--- src/hdl/upr_pkg.sv ---
// Shared types and constants for the ultrasonic ping ranger.
`timescale 1ns / 1ps
package upr_pkg;

    // Sequencer phases, one-hot encoded.
    typedef enum logic [5:0] {
        PH_IDLE    = 6'b000001,
        PH_LOW     = 6'b000010,
        PH_HIGH    = 6'b000100,
        PH_CLEAR   = 6'b001000,
        PH_RISE    = 6'b010000,
        PH_MEASURE = 6'b100000
    } t_phase;

    // Widths of the counters and fields.
    localparam int TICK_W  = 16;
    localparam int ELAP_W  = TICK_W + 1;
    localparam int LIMIT_W = 15;
    localparam int CM_W    = 9;
    localparam int DIST_W  = 8;

    // Trigger pulse shape in ticks.
    localparam logic [ELAP_W-1:0] LOW_TICKS  = ELAP_W'(4);
    localparam logic [ELAP_W-1:0] HIGH_TICKS = ELAP_W'(10);

    // Echo limit arithmetic: min(cm, 500) * 57 + 57 / 2.
    localparam logic [CM_W-1:0]    MAX_CM      = CM_W'(500);
    localparam int                 US_PER_CM   = 57;
    localparam logic [LIMIT_W-1:0] LIMIT_RESET = LIMIT_W'(500 * US_PER_CM + US_PER_CM / 2);

    // Distance conversion: (ticks - 5) / 146 by reciprocal multiply.
    localparam logic [ELAP_W-1:0] OVERHEAD  = ELAP_W'(5);
    localparam int                US_PER_IN = 146;
    localparam int                DIV_SHIFT = 23;
    localparam int                MULT_W    = 16;
    localparam logic [MULT_W-1:0] DIV_MULT  =
        MULT_W'(((1 << DIV_SHIFT) + US_PER_IN - 1) / US_PER_IN);
    localparam int                PROD_W    = ELAP_W + MULT_W;

    // One result transaction.
    typedef struct packed {
        logic              trigger_level;
        logic              busy_res;
        logic              done_res;
        logic              no_echo;
        logic [DIST_W-1:0] distance_in;
    } t_result;

endpackage

--- src/hdl/upr_ctrl.sv ---
// Ping sequencer: trigger timing, echo wait, echo timing and distance conversion.
`timescale 1ns / 1ps
module upr_ctrl
    import upr_pkg::*;
#(
    parameter int START_TIMEOUT = 18000
) (
    input  logic            i_clk,
    input  logic            i_rst_n,
    input  logic            i_accept,
    input  logic            i_start_req,
    input  logic            i_echo_level,
    input  logic            i_cfg_we,
    input  logic [CM_W-1:0] i_cfg_wdata,
    output t_result         o_result
);

    localparam logic [ELAP_W-1:0] START_LIMIT = ELAP_W'(START_TIMEOUT);

    t_phase               r_phase, n_phase;
    logic [TICK_W-1:0]    r_tick, n_tick;
    logic [LIMIT_W-1:0]   r_limit, n_limit;
    logic [LIMIT_W-1:0]   r_cfg_limit;
    logic [CM_W-1:0]      cfg_cm;
    logic [ELAP_W-1:0]    elapsed;
    logic [ELAP_W-1:0]    echo_ticks;
    logic [PROD_W-1:0]    dist_prod;
    t_result              res;

    // The echo limit is worked out as the register is written.
    always_comb begin
        cfg_cm = (i_cfg_wdata > MAX_CM) ? MAX_CM : i_cfg_wdata;
    end

    always_ff @(posedge i_clk) begin
        if (!i_rst_n) begin
            r_cfg_limit <= LIMIT_RESET;
        end else if (i_cfg_we) begin
            r_cfg_limit <= LIMIT_W'(LIMIT_W'(cfg_cm) * LIMIT_W'(US_PER_CM))
                           + LIMIT_W'(US_PER_CM / 2);
        end
    end

    // Echo length less the fixed overhead, then divided by 146.
    always_comb begin
        elapsed    = ELAP_W'(r_tick) + ELAP_W'(1);
        echo_ticks = (elapsed > OVERHEAD) ? (elapsed - OVERHEAD) : '0;
        dist_prod  = PROD_W'(echo_ticks) * PROD_W'(DIV_MULT);
    end

    // Next state and result for the current tick.
    always_comb begin
        n_phase = r_phase;
        n_tick  = r_tick;
        n_limit = r_limit;
        res     = '{trigger_level: 1'b0, busy_res: 1'b1, done_res: 1'b0,
                    no_echo: 1'b0, distance_in: '0};
        case (r_phase)
            PH_LOW: begin
                if (elapsed >= LOW_TICKS) begin
                    n_phase = PH_HIGH;
                    n_tick  = '0;
                end else begin
                    n_tick = elapsed[TICK_W-1:0];
                end
            end
            PH_HIGH: begin
                res.trigger_level = 1'b1;
                if (elapsed >= HIGH_TICKS) begin
                    n_phase = PH_CLEAR;
                    n_tick  = '0;
                end else begin
                    n_tick = elapsed[TICK_W-1:0];
                end
            end
            PH_CLEAR: begin
                if (elapsed > START_LIMIT) begin
                    res.done_res = 1'b1;
                    res.no_echo  = 1'b1;
                    n_phase      = PH_IDLE;
                    n_tick       = '0;
                end else begin
                    if (!i_echo_level) begin
                        n_phase = PH_RISE;
                    end
                    n_tick = elapsed[TICK_W-1:0];
                end
            end
            PH_RISE: begin
                if (elapsed > START_LIMIT) begin
                    res.done_res = 1'b1;
                    res.no_echo  = 1'b1;
                    n_phase      = PH_IDLE;
                    n_tick       = '0;
                end else if (i_echo_level) begin
                    n_phase = PH_MEASURE;
                    n_tick  = '0;
                end else begin
                    n_tick = elapsed[TICK_W-1:0];
                end
            end
            PH_MEASURE: begin
                if (!i_echo_level) begin
                    res.done_res    = 1'b1;
                    res.distance_in = dist_prod[DIV_SHIFT +: DIST_W];
                    n_phase         = PH_IDLE;
                    n_tick          = '0;
                end else if (elapsed > ELAP_W'(r_limit)) begin
                    res.done_res = 1'b1;
                    res.no_echo  = 1'b1;
                    n_phase      = PH_IDLE;
                    n_tick       = '0;
                end else begin
                    n_tick = elapsed[TICK_W-1:0];
                end
            end
            default: begin
                // Idle, and any unexpected code behaves as idle.
                n_phase = PH_IDLE;
                n_tick  = '0;
                if (i_start_req) begin
                    n_limit = r_cfg_limit;
                    n_phase = PH_LOW;
                    n_tick  = TICK_W'(1);
                end else begin
                    res.busy_res = 1'b0;
                end
            end
        endcase
    end

    // State advances once per accepted transaction.
    always_ff @(posedge i_clk) begin
        if (!i_rst_n) begin
            r_phase <= PH_IDLE;
            r_tick  <= '0;
            r_limit <= '0;
        end else if (i_accept) begin
            r_phase <= n_phase;
            r_tick  <= n_tick;
            r_limit <= n_limit;
        end
    end

    assign o_result = res;

endmodule

--- src/hdl/ultrasonic_ping_ranger.sv ---
// Top level of the ultrasonic ping ranger with its output register and skid entry.
`timescale 1ns / 1ps
// Each input transaction is one microsecond tick carrying the start request and the
// sampled echo level, and it yields exactly one result transaction. The block takes
// one transaction per clock while the input is not stalled; the per-tick sequencer
// step and the divide-by-146 multiply sit between the accepted inputs and the output
// register. An output register plus one skid entry lets a new transaction enter while
// a finished result waits; input stall rises only once both are full. The distance
// limit register may be written only while no ping runs.
module ultrasonic_ping_ranger
    import upr_pkg::*;
#(
    parameter int START_TIMEOUT = 18000
) (
    input  logic              i_clk,
    input  logic              i_rst_n,
    input  logic              i_cfg_we,
    input  logic [CM_W-1:0]   i_cfg_wdata,
    input  logic              i_in_valid,
    output logic              o_in_stall,
    input  logic              i_start_req,
    input  logic              i_echo_level,
    output logic              o_out_valid,
    input  logic              i_out_stall,
    output logic              o_trigger_level,
    output logic              o_busy_res,
    output logic              o_done_res,
    output logic              o_no_echo,
    output logic [DIST_W-1:0] o_distance_in
);

    logic    accept_in;
    logic    out_free;
    t_result step_res;
    t_result r_out;
    t_result r_skid;
    logic    r_out_valid;
    logic    r_skid_valid;

    assign accept_in = i_in_valid & ~r_skid_valid;
    assign out_free  = ~r_out_valid | ~i_out_stall;

    upr_ctrl #(
        .START_TIMEOUT(START_TIMEOUT)
    ) u_ctrl (
        .i_clk       (i_clk),
        .i_rst_n     (i_rst_n),
        .i_accept    (accept_in),
        .i_start_req (i_start_req),
        .i_echo_level(i_echo_level),
        .i_cfg_we    (i_cfg_we),
        .i_cfg_wdata (i_cfg_wdata),
        .o_result    (step_res)
    );

    // Output register and skid entry control.
    always_ff @(posedge i_clk) begin
        if (!i_rst_n) begin
            r_out_valid  <= 1'b0;
            r_skid_valid <= 1'b0;
        end else if (out_free) begin
            if (r_skid_valid) begin
                r_out_valid  <= 1'b1;
                r_skid_valid <= 1'b0;
            end else begin
                r_out_valid <= accept_in;
            end
        end else if (accept_in) begin
            r_skid_valid <= 1'b1;
        end
    end

    // Output and skid payload.
    always_ff @(posedge i_clk) begin
        if (out_free) begin
            if (r_skid_valid) begin
                r_out <= r_skid;
            end else if (accept_in) begin
                r_out <= step_res;
            end
        end else if (accept_in) begin
            r_skid <= step_res;
        end
    end

    assign o_in_stall      = r_skid_valid;
    assign o_out_valid     = r_out_valid;
    assign o_trigger_level = r_out.trigger_level;
    assign o_busy_res      = r_out.busy_res;
    assign o_done_res      = r_out.done_res;
    assign o_no_echo       = r_out.no_echo;
    assign o_distance_in   = r_out.distance_in;

endmodule

--- config.mk ---
export PLATFORM = sky130hd
export DESIGN_NAME = ultrasonic_ping_ranger
export DESIGN_NICKNAME = d
export VERILOG_FILES = /design/src/hdl/upr_pkg.sv /design/src/hdl/upr_ctrl.sv /design/src/hdl/ultrasonic_ping_ranger.sv
export SDC_FILE = /design/constraint.sdc
export NUM_CORES = 1
export LEC_CHECK = 0
export ABC_AREA = 1
export BUFFER_PORTS_ARGS = -buffer_cell sky130_fd_sc_hd__buf_2
export CAP_MARGIN = 15
export CORE_MARGIN = 5
export CORE_UTILIZATION = 65
export DETAILED_ROUTE_END_ITERATION = 8
export PLACE_DENSITY_LB_ADDON = 0.25
export SETUP_SLACK_MARGIN = 0.4
export SLEW_MARGIN = 20
export SYNTH_ARGS = -nofsm -noshare
export SYNTH_HDL_FRONTEND = slang
export SYNTH_HIERARCHICAL = 1
export SYNTH_SLANG_ARGS = --single-unit
--- constraint.sdc ---
create_clock -name i_clk -period 8 [get_ports i_clk]
set_clock_uncertainty 0.05 [all_clocks]
set_input_delay 1.6 -clock i_clk [delete_from_list [all_inputs] [get_ports i_clk]]
set_output_delay 1.6 -clock i_clk [all_outputs]
set_load 0.01 [all_outputs]
* Word level (Yosys, flattened, before mapping)
Index checks and enable logic that the tools add are counted.
Widths: inputs -> output; s select.
** Storage, ports and cells
- Bits in registers :: 78
- Input port bits :: 16
- Output and inout port bits :: 14
- Word-level logic and storage cells :: 87
** Operators by class
- Add/sub/neg operators :: 3
- Multipliers :: 2
- Magnitude comparators :: 6
- Equal/unequal tests :: 10
- Mux-type cells :: 34
- Bitwise operators :: 8
- Reductions and logical operators :: 8
** Operator list (count)
- $mux 16 :: 7
- $pmux 16 s5 :: 1
- $mux 6 :: 8
- $mul 17x16->31 const B :: 1
- $pmux 6 s5 :: 1
- $mux 12 :: 2
- $add 16x1->17 const B :: 1
- $ge 17x3->1 const B :: 1
- $ge 17x4->1 const B :: 1
- $gt 17x15->1 :: 1
- $gt 17x15->1 const B :: 1
- $gt 17x3->1 const B :: 1
- $mux 17 :: 1
- $sub 17x3->17 const B :: 1
- $mux 8 :: 2
- $add 15x5->15 const B :: 1
- $mul 9x6->15 const B :: 1
- $gt 9x9->1 const B :: 1
- $mux 9 :: 1
- $ne 3x2->1 const B :: 3
- $mux 1 :: 7
- $eq 6x2->1 const B :: 1
- $eq 6x3->1 const B :: 1
- $eq 6x4->1 const B :: 1
- other kinds (14) :: 24

* Longest topological paths before layout
Gate-level depths: netlist of run 1.
- Depth in word-level cells :: 8
- Gate-level depth with buffers :: 40
- Gate-level depth less buffers :: 40

* Cells and area by module
The synthesis of run 1 kept the hierarchy.
** Modules (own cells, without submodules)
- upr_ctrl :: times used 1, cells an instance 1118, area an instance 8338.0 um^2, sequential area each 1041.0 um^2
- ultrasonic_ping_ranger :: times used 1, cells an instance 75, area an instance 1028.5 um^2, sequential area each 760.7 um^2

* Worst setup path after synthesis of run 1
OpenSTA, ideal clock, no wires.
- Path type :: reg2reg
- From :: register u_ctrl.r_tick[0]
- To :: register r_out (netlist bit o_distance_in[6]) (data pin)
- Library setup time :: 0.142 ns
- Arrival :: 6.483 ns
- Data required time :: 7.808 ns
- Setup slack :: 1.325 ns
- Stages on the path, launching flop included :: 37
- Path buffers :: 1
- Period minus slack after synthesis :: 6.675 ns
- Path through :: dfxtp_1 -> ha_1 -> nand2_4 -> nor2_8 -> nand2_1 -> nor2_1 -> nand2_1 -> nand3_4 -> nor2_1 -> nand3_1 -> nand2_2 -> buf_2 -> nor3_1 -> fa_1 -> ha_1 -> ha_1 -> inv_1 -> fa_1 -> inv_1 -> fa_1 -> inv_1 -> fa_1 -> inv_1 -> ha_1 -> nand2_1 -> o21ai_0 -> a21oi_1 -> inv_1 -> a21oi_1 -> o21ai_0 -> a211oi_1 -> nand2_1 -> nand2_1 -> nand2_1 -> nor2_1 -> inv_1 -> o21ai_2
** RTL lines
- start: declaration :: RTL line upr_ctrl.sv:21 : logic [TICK_W-1:0] r_tick, n_tick;
- start signal: assignment :: RTL line upr_ctrl.sv:140 : r_tick <= n_tick;
- end signal: assignment :: RTL line ultrasonic_ping_ranger.sv:77 : r_out <= r_skid;
- end signal: assignment :: RTL line ultrasonic_ping_ranger.sv:79 : r_out <= step_res;
- end: declaration :: RTL line ultrasonic_ping_ranger.sv:35 : t_result r_out;

==> results list, run 1 <==
- TritonCTS built the clock tree.
* Result of the run: finished clean
* Endpoint required time on the critical path: a little over 8 ns
- Final clock period utilization by the worst path: about nine tenths
- Setup repair after global routing left no endpoint under its margin.
- Summing all non-filler instances in the final layout gives an area of 9980 um2.
- I/O Pins: 30
- In this run, distinct cell masters in the synthesized netlist total a little under 60.
- The completed layout was analyzed and its total power is 1.17 mW.
* Startpoint class of the critical path: flip-flop
- Setup total negative slack on the finished layout was measured at 0 ns.
- The final number of hold-violating endpoints was 0.
* Startpoint of the worst hold path: u_ctrl/r_cfg_limit[6]$_SDFFE_PN1P_
- Synthesis produced a netlist with a net count of roughly 1,400.
* Area share of xor/xnor cells in the synthesized design: around 2.9%
* Post-synthesis area per instance: 7.85 um2
- Gpl congestion: 0.945
- In this run the cell area of the synthesized design comes to 9370 um2.
* Largest stage delay on the critical path: ~0.55 ns
- Using the TritonRoute via totals, the vias-per-cell ratio works out to roughly 5.6.
- Cell with the biggest individual delay on the critical path: sky130_fd_sc_hd__fa_1
- The critical path contains buffers and inverters numbering 9 combined.
- The path class of the tightest hold or removal check is flip-flop to flip-flop.
- Leaving out fill and tap cells, the most frequent cell in the layout is sky130_fd_sc_hd__inv_1.
- Row cnt: 43
- The synthesized design contains 78 register bits.
* Number of global-route vias before repair: just under 8,000
- Yosys mapped a number of flops with a built-in enable equal to 24.
- The clock drives 78 sinks.
* Clock transition at path regs: roughly 0.060 ns
* Final WL: 21,300 um
- Across the run, the number of max-cap violations was 0.
- Fraction of the mapped netlist area in compound gates: 11.1%
- During synthesis, Yosys emitted a total of 6 warnings.
- Sequential cells were found to cover around 19% of the synthesized design area.
* Number of antenna violations at the first check in global routing: 0
- Crit path DAT: approximately 7.3 ns
- In this run the remaining antenna-violating nets after routing total 0.
- The routed layout has ~7,800 vias.
* Maximum number of pins on one net before global-route repair: 30
- Ranking of synthesized cells by area: sky130_fd_sc_hd__ha_1, sky130_fd_sc_hd__dfxtp_1, sky130_fd_sc_hd__fa_1
- CTS Buf Count: 9
- Category of the critical setup timing path: flip-flop to flip-flop
* H-tree depth: 3
* Transition time of the tightest slew-check pin: about 0.8 ns
- The first detailed-routing pass took 5 iterations.
- Final #Nets: 1,450
* Number of filler instances in the final layout: 1,108
- Global routing used 26.1% of the available tracks across all layers.
* Final routed wire length divided by cell count: 15.2 um
- Final-report max-slew violation count: 0
- CTS Root Cell: sky130_fd_sc_hd__clkbuf_16
- The worst setup path is captured at a flip-flop.
- Standard cell core area: roughly 14,000 um2
* Minimum clock period after layout: 7.10 ns
- Number of buffers added on ports: 29
* Cells after synthesis: 1,193
* Share of the synthesized area in the top cell type: 22.7%
- Die outline area: ~17,000 um2
- Final setup violating endpoints: 0
* Dominant combinational cell family by area after synthesis: adder cells
- Worst-Skew Late Latency: 0.34 ns
- After legalization and detailed placement, the total HPWL measured ~18,000 um.
- In this run the static leakage power is 5.42 nW.
* Fraction of final layout cells with drive strength greater than 1: a little over an eighth
* Most area-hungry cell type in the Yosys netlist: sky130_fd_sc_hd__ha_1
- Peak supply drop: just under 200 uV
* Detailed router's first-iteration violation count: 524
* Buffer depth of the longest clock path: 2
- Area after DPL: 9590 um2
- Crit path from: u_ctrl/r_tick[0]$_SDFFE_PN0P_
- Cell type with the highest occurrence count on the critical path: sky130_fd_sc_hd__inv_1
* R2R Path Start: u_ctrl/r_tick[0]$_SDFFE_PN0P_
* Critical path fanouts, max: 8
* DRC viols: 0
* Predominant post-synthesis flop cell: sky130_fd_sc_hd__dfxtp_1
* Fmax: 0.141 GHz
* Layout overhead on the synthesized area: 6.53%
- Post-Synth Adder-Cell Area: 32.8%
- Power density of the placed cells: 117 nW/um2
* Tightest slew margin relative to the limit: between 40 and 50%
* Synth async-reset ratio: 0%
- Chip Width: between 100 and 150 um
- For this configuration, the core starts out at a cell density of between 60% and 70%.
- Die height: 130 um
- Most used cells in the layout excluding fill and tap cells: sky130_fd_sc_hd__inv_1, sky130_fd_sc_hd__nand2_1, sky130_fd_sc_hd__ha_1
- Multiplexer cells account for 0% of the synthesized area.
- The first global-routing pass estimated 35,400 um of wire.
- For this run the aggregate overflow at the end of global routing stands at 0.
- Antenna Diode Count: 0
- After Yosys synthesis, and, or, nand and nor cells account for 23.8% of the synthesized area.
- The cell family contributing the most delay on the critical path is adder cells.
## logic make-up (layout without fill, tap and decap cells)
kind of cell / after synthesis / count (layout)
and+or+nand+nor: 462 / 462
buffers and inverters: 229 / 258
adders and majority gates: 217 / 217
AOI/OAI and AO/OA: 179 / 179
DFF: 78 / 78
xor gates and xnor gates: 28 / 28
## flip-flops by register name, indices dropped and copies added (netlist names), 6 cells and up
name                flops
o_distance_in           8
u_ctrl/r_limit         15
r_skid                 12
u_ctrl/r_cfg_limit     15
u_ctrl/r_phase          6
u_ctrl/r_tick          16
## power by group
part	switching [mW]	internal, mW
clock network	0.172	0.245
registers	0.0149	0.436
logic	0.185	0.117
total	0.371	0.798
## Yosys cell counts (8+ instances only)
cell,number
sky130_fd_sc_hd__a21oi_1,86
sky130_fd_sc_hd__a21oi_2,11
sky130_fd_sc_hd__clkbuf_1,9
sky130_fd_sc_hd__dfxtp_1,54
sky130_fd_sc_hd__edfxtp_1,24
sky130_fd_sc_hd__fa_1,47
sky130_fd_sc_hd__ha_1,170
sky130_fd_sc_hd__inv_1,198
sky130_fd_sc_hd__nand2_1,183
sky130_fd_sc_hd__nand2_2,28
sky130_fd_sc_hd__nand2_4,9
sky130_fd_sc_hd__nand3_1,49
sky130_fd_sc_hd__nand4_1,14
sky130_fd_sc_hd__nor2_1,119
sky130_fd_sc_hd__nor2_2,8
sky130_fd_sc_hd__nor3_1,14
sky130_fd_sc_hd__o21ai_0,44
sky130_fd_sc_hd__xor2_1,18
## stage by stage
step	hold slack [ns]	std cells	utilization (%)	setup WS [ns]
after floorplan	0.374	1193	-	1.33
after global placement	0.388	1384	68.5	0.726
after detailed placement	0.399	1384	68.5	0.548
after CTS	0.415	1400	70.7	0.531
after global routing	0.436	1402	71.3	0.406
final	0.415	1402	71.3	0.898
## tightest hold or removal path, stage by stage, from the launching register on
cell	delay, ns
sky130_fd_sc_hd__dfxtp_1	0.32
sky130_fd_sc_hd__a21oi_1	0.06
sky130_fd_sc_hd__nand2_1	0.06
## repair_timing
| item | 4_1_cts | 5_1_grt |
|---|---|---|
| setup buffers | 0 | 2 |
| setup endpoints to repair | 0 | 15 |
| gates resized for setup | 0 | 20 |
| hold buffers | 0 | 0 |
## worst paths after layout
kind | end | slack [ns] | depth (start not counted)
setup reg to reg | o_distance_in[6]$_DFFE_PP_ | 0.90 | 37
hold reg to reg | u_ctrl/r_cfg_limit[6]$_SDFFE_PN1P_ | 0.41 | 2
hold / removal | u_ctrl/r_cfg_limit[6]$_SDFFE_PN1P_ | 0.41 | 2
setup / recovery | o_distance_in[6]$_DFFE_PP_ | 0.90 | 37
## cell type report
class / instances / area [um2] / area share (%)
flip-flops and latches: 78 / 1810 / 18.1
clock inverters: 7 / 78.8 / 0.790
repair buffers: 34 / 180 / 1.81
multi-input cells: 886 / 6670 / 66.9
clock buffers: 9 / 225 / 2.26
inverters: 208 / 787 / 7.89
well taps: 180 / 225 / 2.26
## layer usage
layer / share of wire, % / track usage (%) / up-vias
met5: 0 / 0 / -
met3: 4.7 / 3.97 / 64
met4: 3.6 / 9.47 / 0
li1: - / - / 3945
met1: 42 / 32.0 / 3575
met2: 50 / 46.4 / 250
Power figures use the tool's default switching activity.
==> inputs of run 2 (changes only) <==
--- a/config.mk
+++ b/config.mk
@@ -10,8 +10,9 @@
 export CAP_MARGIN = 15
 export CORE_MARGIN = 5
 export CORE_UTILIZATION = 65
+export CTS_CLUSTER_DIAMETER = 80
 export DETAILED_ROUTE_END_ITERATION = 8
-export PLACE_DENSITY_LB_ADDON = 0.25
+export PLACE_DENSITY = 0.83
 export SETUP_SLACK_MARGIN = 0.4
 export SLEW_MARGIN = 20
 export SYNTH_ARGS = -nofsm -noshare
==> run 2 against run 1 <==
Effect of this change:
- setup slack worse by 0.052 ns
- design area decreased by 0.48%
- global-route usage rose by 1.1 points
- critical path type unchanged
- clock power shrank 4%
- sequential power is essentially flat
- critical path depth is 1 lower
- non-clock buffer count shrank 3
- total power is 0.92% lower
- utilization is 0.34 points lower
- largest cell class unchanged
- highest routed layer unchanged
- count of clock-buffer cells in the layout unchanged
- worst hold slack improved by 0.0013 ns
- routed wire length is 2.5% higher
==> results list, run 2 (synthesis gave the netlist of run 1 again) <==
- Power density of the placed cells: 117 nW/um2 (about the same)
- The clock sink count came to 78 (unchanged).
* DRC viols: 0 (unchanged)
* Final setup violating endpoints: 0 (unchanged)
- The die width came to 130 um (unchanged).
- RSZ-0062 raised after global routing: false (unchanged)
* Levels on crit path: 36 (was 37)
* Final clock period utilization by the worst path: 89.4% (was 88.8%)
- The via count is 8,039 (was 7,834).
* Buffer depth of the longest clock path: 2 (unchanged)
- The starting DRC count in detailed routing is 786 (was 524).
* Antenna Diode Count: 0 (unchanged)
- # Max-Cap Violations: 0 (unchanged)
* Final #Nets: 1,447 (was 1,450)
- The most common library cell in the layout ignoring fill and taps is sky130_fd_sc_hd__inv_1 (unchanged).
- The switching power share of the total came to 33.4% (was 31.8%).
- The TritonCTS buffer count was 9 (unchanged).
- The TritonCTS clock tree is yes (unchanged).
- The combinational share of power was 26.5% (was 25.8%).
- Reg2Reg Depth: 36 (was 37)
* Class of the most critical hold timing path: flip-flop to flip-flop (unchanged)
* Endpoint required time on the critical path: 8.16 ns (was 8.15 ns)
- The register-to-register path setup slack was 0.85 ns (was 0.90 ns).
- The element type at the critical path end is a flip-flop (unchanged).
- The origin of the worst setup path is u_ctrl/r_tick[2]$_SDFFE_PN0P_ (was u_ctrl/r_tick[0]$_SDFFE_PN0P_).
- Wire length of the first global-routing pass: 36,900 um (was 35,400 um)
* Half-perimeter wire length after detailed placement: 18,000 um (was 17,500 um)
* Peak supply drop: 144 uV (was 197 uV)
- Number of buffers added on ports: 29 (unchanged)
- Starting density of the core: 67.0% (unchanged)
- R2R Path Start: u_ctrl/r_tick[2]$_SDFFE_PN0P_ (was u_ctrl/r_tick[0]$_SDFFE_PN0P_)
- The transition at the pin with the smallest max-transition slack is 0.773 ns (was 0.814 ns).
* DRT antenna net count: 0 (unchanged)
- The origin of the worst min-delay path was u_ctrl/r_cfg_limit[11]$_SDFFE_PN1P_ (was u_ctrl/r_cfg_limit[6]$_SDFFE_PN1P_).
- H-tree depth: 3 (unchanged)
- The portion of total power attributed to the clock network is 34.4% (was 35.6%).
- Final-report max-slew violation count: 0 (unchanged)
- The arrival time of the worst setup path was 7.31 ns (was 7.25 ns).
- Row cnt: 43 (unchanged)
- Final standard cell area without fillers: 9930 um2 (was 9980 um2)
- The per-cell via count in the routed design was 5.75 (was 5.59).
- Area after DPL: 9580 um2 (was 9590 um2)
* Net Sw Power: 0.387 mW (was 0.371 mW)
- Detailed Routing Iterations Pass 1: 6 (was 5)
- The remaining global-route overflow was 0 (unchanged).
* Final routed wire length divided by cell count: 15.6 um (was 15.2 um)
- The number of setup buffers added after CTS was 0 (unchanged).
- Tightest slew margin relative to the limit: 48.3% (was 45.6%)
- The number of flip-flops in the largest register was 16 (unchanged).
- Internal power: 0.772 mW (was 0.798 mW)
* Capture point of the worst reg-to-reg path: o_distance_in[6]$_DFFE_PP_ (unchanged)
- Worst setup path end: o_distance_in[6]$_DFFE_PP_ (unchanged)
- CTS Root Cell: sky130_fd_sc_hd__clkbuf_16 (unchanged)
- Standard cell core area: 14,000 um2 (unchanged)
* Number of antenna violations at the first check in global routing: 0 (unchanged)
- The final number of hold-violating endpoints is 0 (unchanged).
- Largest stage delay on the critical path: 0.54 ns (was 0.55 ns)
- Critical path fanouts, max: 9 (was 8)
- Result of the run: finished clean (unchanged)
* Cell type group with the largest total delay on the critical path: adder cells (unchanged)
- Category of the critical setup timing path: flip-flop to flip-flop (unchanged)
* Sum of internal, switching and leakage power: 1.16 mW (was 1.17 mW)
- The timing-limited maximum frequency was 0.140 GHz (was 0.141 GHz).
- The final estimated routing congestion in global placement is 0.986 (was 0.945).
- Total instance count after detailed placement: 1,383 (was 1,384)
- The clock network latency to the later pin of the worst-skew pair came to 0.35 ns (was 0.34 ns).
- The maximum number of pins on one net before global-route repair was 30 (unchanged).
* Final WL: 21,800 um (was 21,300 um)
- The overall die area was 16,900 um2 (unchanged).
* I/O Pins: 30 (unchanged)
* Register bank with the most flops: u_ctrl/r_tick (unchanged)
- The register share of total power was 39.1% (was 38.6%).
- Fraction of final layout cells with drive strength greater than 1: 13.3% (was 13.5%)
- Global Route Usage Sum: 27.2% (was 26.1%)
- The y dimension of the die was 130 um (unchanged).
- The relative area change from synthesis to final layout is 6.02% (was 6.53%).
- Post-layout instance count excluding filler cells: 1,399 (was 1,402)
- The leakage power figure came to 5.40 nW (was 5.42 nW).
- The clock period minus final worst setup slack was 7.15 ns (was 7.10 ns).
* Worst hold-check slack: 0.416 ns (was 0.415 ns)
* Buf/Inv on CP: 8 (was 9)
* Number of global-route vias before repair: 7,979 (was 7,710)
- Clock transition at path regs: 0.07 ns (was 0.06 ns)
* Largest registers: u_ctrl/r_tick (16), u_ctrl/r_cfg_limit (15), u_ctrl/r_limit (15) (unchanged)
- The critical-path cell with the highest stage delay is sky130_fd_sc_hd__fa_1 (unchanged).
- The final sum of negative setup slack came to 0 ns (unchanged).
- Cell type with the highest occurrence count on the critical path: sky130_fd_sc_hd__inv_1 (unchanged)
- Most used cells in the layout excluding fill and tap cells: sky130_fd_sc_hd__inv_1, sky130_fd_sc_hd__nand2_1, sky130_fd_sc_hd__ha_1 (unchanged).
- Startpoint class of the critical path: flip-flop (unchanged)
[run 2: timing repair]
| action | 4_1_cts | 5_1_grt |
|---|---|---|
| hold endpoints to repair | 0 | 0 |
| hold buffers | 0 | 0 |
| resized for setup | 0 | 16 |
| setup endpoints to repair | 0 | 16 |
[run 2: final cells by class]
type                            instances  area (um2)
Clock buffer                            9         225
Clock inverter                          7        63.8
Fill cell                            1139        4060
Inverter                              208         787
Multi-Input combinational cell        886        6660
Sequential cell                        78        1810
Tap cell                              180         225
Timing Repair Buffer                   31         160
[run 2: worst min-delay path by stage]
stage                                           to  slack, ns  cells after the start
2_1_floorplan   u_ctrl/r_cfg_limit[4]$_SDFFE_PN1P_       0.37                      2
3_3_place_gp    u_ctrl/r_cfg_limit[8]$_SDFFE_PN1P_       0.40                      2
3_5_place_dp   u_ctrl/r_cfg_limit[11]$_SDFFE_PN1P_       0.40                      2
4_1_cts             u_ctrl/r_limit[4]$_SDFFE_PN0P_       0.42                      2
5_1_grt         u_ctrl/r_cfg_limit[4]$_SDFFE_PN1P_       0.45                      2
6_report       u_ctrl/r_cfg_limit[11]$_SDFFE_PN1P_       0.42                      2
[run 2: stage by stage]
step / utilization (%) / setup slack (ns)
6_report: 71.0 / 0.846
5_1_grt: 71.0 / 0.397
4_1_cts: 70.5 / 0.450
3_5_place_dp: 68.5 / 0.445
3_3_place_gp: 68.5 / 0.710
2_1_floorplan: - / 1.33
[run 2: layer usage]
metal  up-vias  GRT usage, %  share of wire, %
met1      3743          33.7                42
met2       279          47.1                49
li1       3946             -                 -
met5         -             0                 0
met3        71          4.05               5.0
met4         0          11.7               3.9
[run 2: power by group through the flow]
| stage | combinational (mW) | sequential [mW] | clock, mW |
|---|---|---|---|
| floorplan | 0.238 | 0.458 | 0 |
| global route | 0.358 | 0.456 | 0.426 |
| CTS | 0.308 | 0.453 | 0.408 |
| detailed placement | 0.304 | 0.461 | 0 |
| finish | 0.307 | 0.453 | 0.398 |
| global placement | 0.291 | 0.460 | 0 |
[run 2: worst register-to-register path: cells and delay by family, from the launching register on]
kind	cells	cell delay (ns)
adders and majority gates	8	3.22
xor gates and xnor gates	2	0.64
buffers and inverters	8	0.55
and+or+nand+nor	12	1.39
AOI/OAI and AO/OA	6	0.81
DFF	1	0.37
==> inputs of run 3 (changes only) <==
--- a/config.mk
+++ b/config.mk
@@ -9,10 +9,10 @@
 export BUFFER_PORTS_ARGS = -buffer_cell sky130_fd_sc_hd__buf_2
 export CAP_MARGIN = 15
 export CORE_MARGIN = 5
-export CORE_UTILIZATION = 65
+export CORE_UTILIZATION = 70
 export CTS_CLUSTER_DIAMETER = 80
 export DETAILED_ROUTE_END_ITERATION = 8
-export PLACE_DENSITY = 0.83
+export PLACE_DENSITY = 0.88
 export SETUP_SLACK_MARGIN = 0.4
 export SLEW_MARGIN = 20
 export SYNTH_ARGS = -nofsm -noshare
==> constraint.sdc (replaced) <==
create_clock -name i_clk -period 8.4 [get_ports i_clk]
set_clock_uncertainty 0.05 [all_clocks]
set_input_delay 1.68 -clock i_clk [delete_from_list [all_inputs] [get_ports i_clk]]
set_output_delay 1.68 -clock i_clk [all_outputs]
set_load 0.01 [all_outputs]
==> run 3 against run 2 <==
Effect of this change:
- final cell count decreased by 0.36%
- worst hold slack lost 0.011 ns
- global-route usage is 0.18 points higher
- flip-flop and latch count unchanged
- routed wire length fell by 2.8%
- critical endpoint is now o_distance_in[5]$_DFFE_PP_
- largest power group unchanged
- highest routed layer unchanged
==> results list, run 3 (synthesis gave the netlist of run 1 again) <==
* Register bank with the most flops: u_ctrl/r_tick (unchanged)
- Final-report max-slew violation count: 0 (unchanged)
- DRT antenna net count: 0 (unchanged)
* RSZ-0062 raised after global routing: false (unchanged)
- The final sum of negative setup slack is 0 ns (unchanged).
- Tightest slew margin relative to the limit: 32.3% (was 48.3%)
* Share of power burned in registers: 38.9% (was 39.1%)
- The data required time at the worst endpoint came to 8.43 ns (was 8.16 ns).
* Total number of vias: 7,968 (was 8,039)
* Startpoint of the worst hold path: u_ctrl/r_cfg_limit[4]$_SDFFE_PN1P_ (was u_ctrl/r_cfg_limit[11]$_SDFFE_PN1P_)
- CTS Buf Count: 9 (unchanged)
- Result of the run: finished clean (unchanged).
- The share of the cycle needed by the critical path after routing is 89.0% (was 89.4%).
* Most used cells in the layout excluding fill and tap cells: sky130_fd_sc_hd__inv_1, sky130_fd_sc_hd__nand2_1, sky130_fd_sc_hd__ha_1 (unchanged)
* Transition time of the tightest slew-check pin: 1.01 ns (was 0.773 ns)
- Category of the critical setup timing path: flip-flop to flip-flop (unchanged)
* Routed wire length on met2: 10,500 um (was 10,700 um)
- Worst-Skew Late Latency: 0.36 ns (was 0.35 ns)
* Cell type with the highest occurrence count on the critical path: sky130_fd_sc_hd__inv_1 (unchanged)
* Clock tree from TritonCTS: yes (unchanged)
- The internal power component was 0.735 mW (was 0.772 mW).
- Starting density of the core: 71.0% (was 67.0%)
- Final Hold Violating Endpoints: 0 (unchanged)
- The DRC violation count after routing is 0 (unchanged).
* Detailed Routing Iterations Pass 1: 5 (was 6)
* Critical path fanouts, max: 8 (was 9)
- The total power is 1.11 mW (was 1.16 mW).
- Final routed wire length divided by cell count: 15.2 um (was 15.6 um)
- Wire length of the first global-routing pass: 35,400 um (was 36,900 um)
* Final setup violating endpoints: 0 (unchanged)
- The number of antenna violations at the first check in global routing came to 0 (unchanged).
- The worst path setup slack after routing came to 0.922 ns (was 0.846 ns).
* Post-Place Setup Slack: 0.930 ns (was 0.445 ns)
* Row cnt: 42 (was 43)
- Met1 Wirelength: 8730 um (was 9160 um)
- Static leakage power: 5.38 nW (was 5.40 nW)
- Number of global-route vias before repair: 7,724 (was 7,979)
- Largest registers: u_ctrl/r_tick (16), u_ctrl/r_cfg_limit (15), u_ctrl/r_limit (15) (unchanged)
* I/O Pins: 30 (unchanged)
- The level count of the clock H-tree is 3 (unchanged).
- Detailed router's first-iteration violation count: 617 (was 786)
- The origin of the worst setup path is u_ctrl/r_tick[0]$_SDFFE_PN0P_ (was u_ctrl/r_tick[2]$_SDFFE_PN0P_).
- The area of the core is 13,200 um2 (was 14,000 um2).
* Buffer depth of the longest clock path: 2 (unchanged)
* Fraction of final layout cells with drive strength greater than 1: 12.2% (was 13.3%)
- The highest metal layer with signal wires was met4 (unchanged).
- Antenna Diode Count: 0 (unchanged)
* Half-perimeter wire length after detailed placement: 17,600 um (was 18,000 um)
- Die outline area: 15,800 um2 (was 16,900 um2)
- The launch point of the worst reg-to-reg path is u_ctrl/r_tick[0]$_SDFFE_PN0P_ (was u_ctrl/r_tick[2]$_SDFFE_PN0P_).
- Largest stage delay on the critical path: 0.53 ns (was 0.54 ns)
- The number of flip-flops in the largest register came to 16 (unchanged).
* Layout overhead on the synthesized area: 5.33% (was 6.02%)
- The routed wire length on met3 is 1130 um (was 1080 um).
- Average via count per standard cell: 5.72 (was 5.75)
- The total of max-cap violations was 0 (unchanged).
- The clock transition at the register clock pins on the worst setup and hold paths after CTS came to 0.07 ns (about the same).
- The final estimated routing congestion in global placement was 1.01 (was 0.986).
- # clock sinks: 78 (unchanged)
- The most common library cell in the layout ignoring fill and taps was sky130_fd_sc_hd__inv_1 (unchanged).
* Peak supply drop: 157 uV (was 144 uV)
- Number of buffers added on ports: 29 (unchanged)
- The portion of total power attributed to the clock network was 34.6% (was 34.4%).
- Chip Width: 126 um (was 130 um)
- The arrival time of the worst setup path came to 7.51 ns (was 7.31 ns).
- Final #Nets: 1,446 (was 1,447)
* Critical Path End Type: flip-flop (unchanged)
- Post-CTS setup buffer count: 0 (unchanged)
* Fmax: 0.134 GHz (was 0.140 GHz)
- The power per cell area was 112 nW/um2 (was 117 nW/um2).
* Final WL: 21,200 um (was 21,800 um)
- Startpoint class of the critical path: flip-flop (unchanged)
- Part of the total power dissipated in combinational logic: 26.5% (about the same)
* Class of the most critical hold timing path: flip-flop to flip-flop (unchanged)
* Global Route Usage Sum: 27.4% (was 27.2%)
* Net Sw Power: 0.371 mW (was 0.387 mW)
- Minimum clock period after layout: 7.48 ns (was 7.15 ns)
- Maximum number of pins on one net before global-route repair: 30 (unchanged)
- The y dimension of the die is 126 um (was 130 um).
- CTS Root Cell: sky130_fd_sc_hd__clkbuf_16 (unchanged)
- The critical-path cell with the highest stage delay was sky130_fd_sc_hd__fa_1 (unchanged).
- Remaining global-route overflow: 0 (unchanged)
- Net switching fraction of the power: 33.6% (was 33.4%)
==> run 3: worst paths after layout <==
check | slack [ns] | endpoint | cells past startpoint
setup / recovery | 0.92 | o_distance_in[5]$_DFFE_PP_ | 37
hold / removal | 0.41 | u_ctrl/r_cfg_limit[4]$_SDFFE_PN1P_ | 2
setup reg to reg | 0.92 | o_distance_in[5]$_DFFE_PP_ | 37
hold reg to reg | 0.41 | u_ctrl/r_cfg_limit[4]$_SDFFE_PN1P_ | 2
==> run 3: area by class of cell <==
type | count | area [um2]
well taps | 176 | 220
multi-input cells | 886 | 6620
repair buffers | 30 | 153
fillers | 1019 | 3320
flip-flops and latches | 78 | 1800
clock buffers | 9 | 225
clock inverters | 7 | 63.8
inverters | 208 | 787
==> run 3: routing by layer <==
metal | vias up | track usage [%]
met2 | 284 | 48.4
met3 | 63 | 4.28
met1 | 3673 | 33.3
li1 | 3948 | -
met5 | - | 0
met4 | 0 | 11.0
==> run 3: critical path, delay by kind of cell, from the launching register on <==
family	cells	cell delay (ns)
flip-flops	1	0.50
buffers and inverters	10	0.75
AO/OA/AOI/OAI	6	0.78
adder cells (fa/ha/maj)	8	3.23
XOR/XNOR	1	0.09
AND/OR/NAND/NOR	12	1.77
==> run 3: through the flow <==
step | hold slack (ns) | instance area (um2) | util (%) | cells
floorplan | 0.374 | 9370 | - | 1193
finish | 0.405 | 9870 | 74.8 | 1394
CTS | 0.404 | 9850 | 74.7 | 1394
global placement | 0.385 | 9570 | 72.5 | 1378
global route | 0.438 | 9870 | 74.8 | 1394
detailed placement | 0.388 | 9570 | 72.5 | 1378
==> run 3: power groups by stage <==
stage | combinational (mW) | sequential [mW] | clock (mW)
floorplan | 0.227 | 0.436 | 0
detailed placement | 0.289 | 0.439 | 0
global route | 0.340 | 0.433 | 0.409
CTS | 0.294 | 0.430 | 0.391
finish | 0.293 | 0.430 | 0.383
global placement | 0.275 | 0.437 | 0
==> run 3: what timing repair did <==
| item | in CTS | in global routing |
|---|---|---|
| hold buffers | 0 | 0 |
| endpoints found under the hold margin | 0 | 0 |
| resized for setup | 0 | 2 |
| setup endpoints to repair | 0 | 3 |
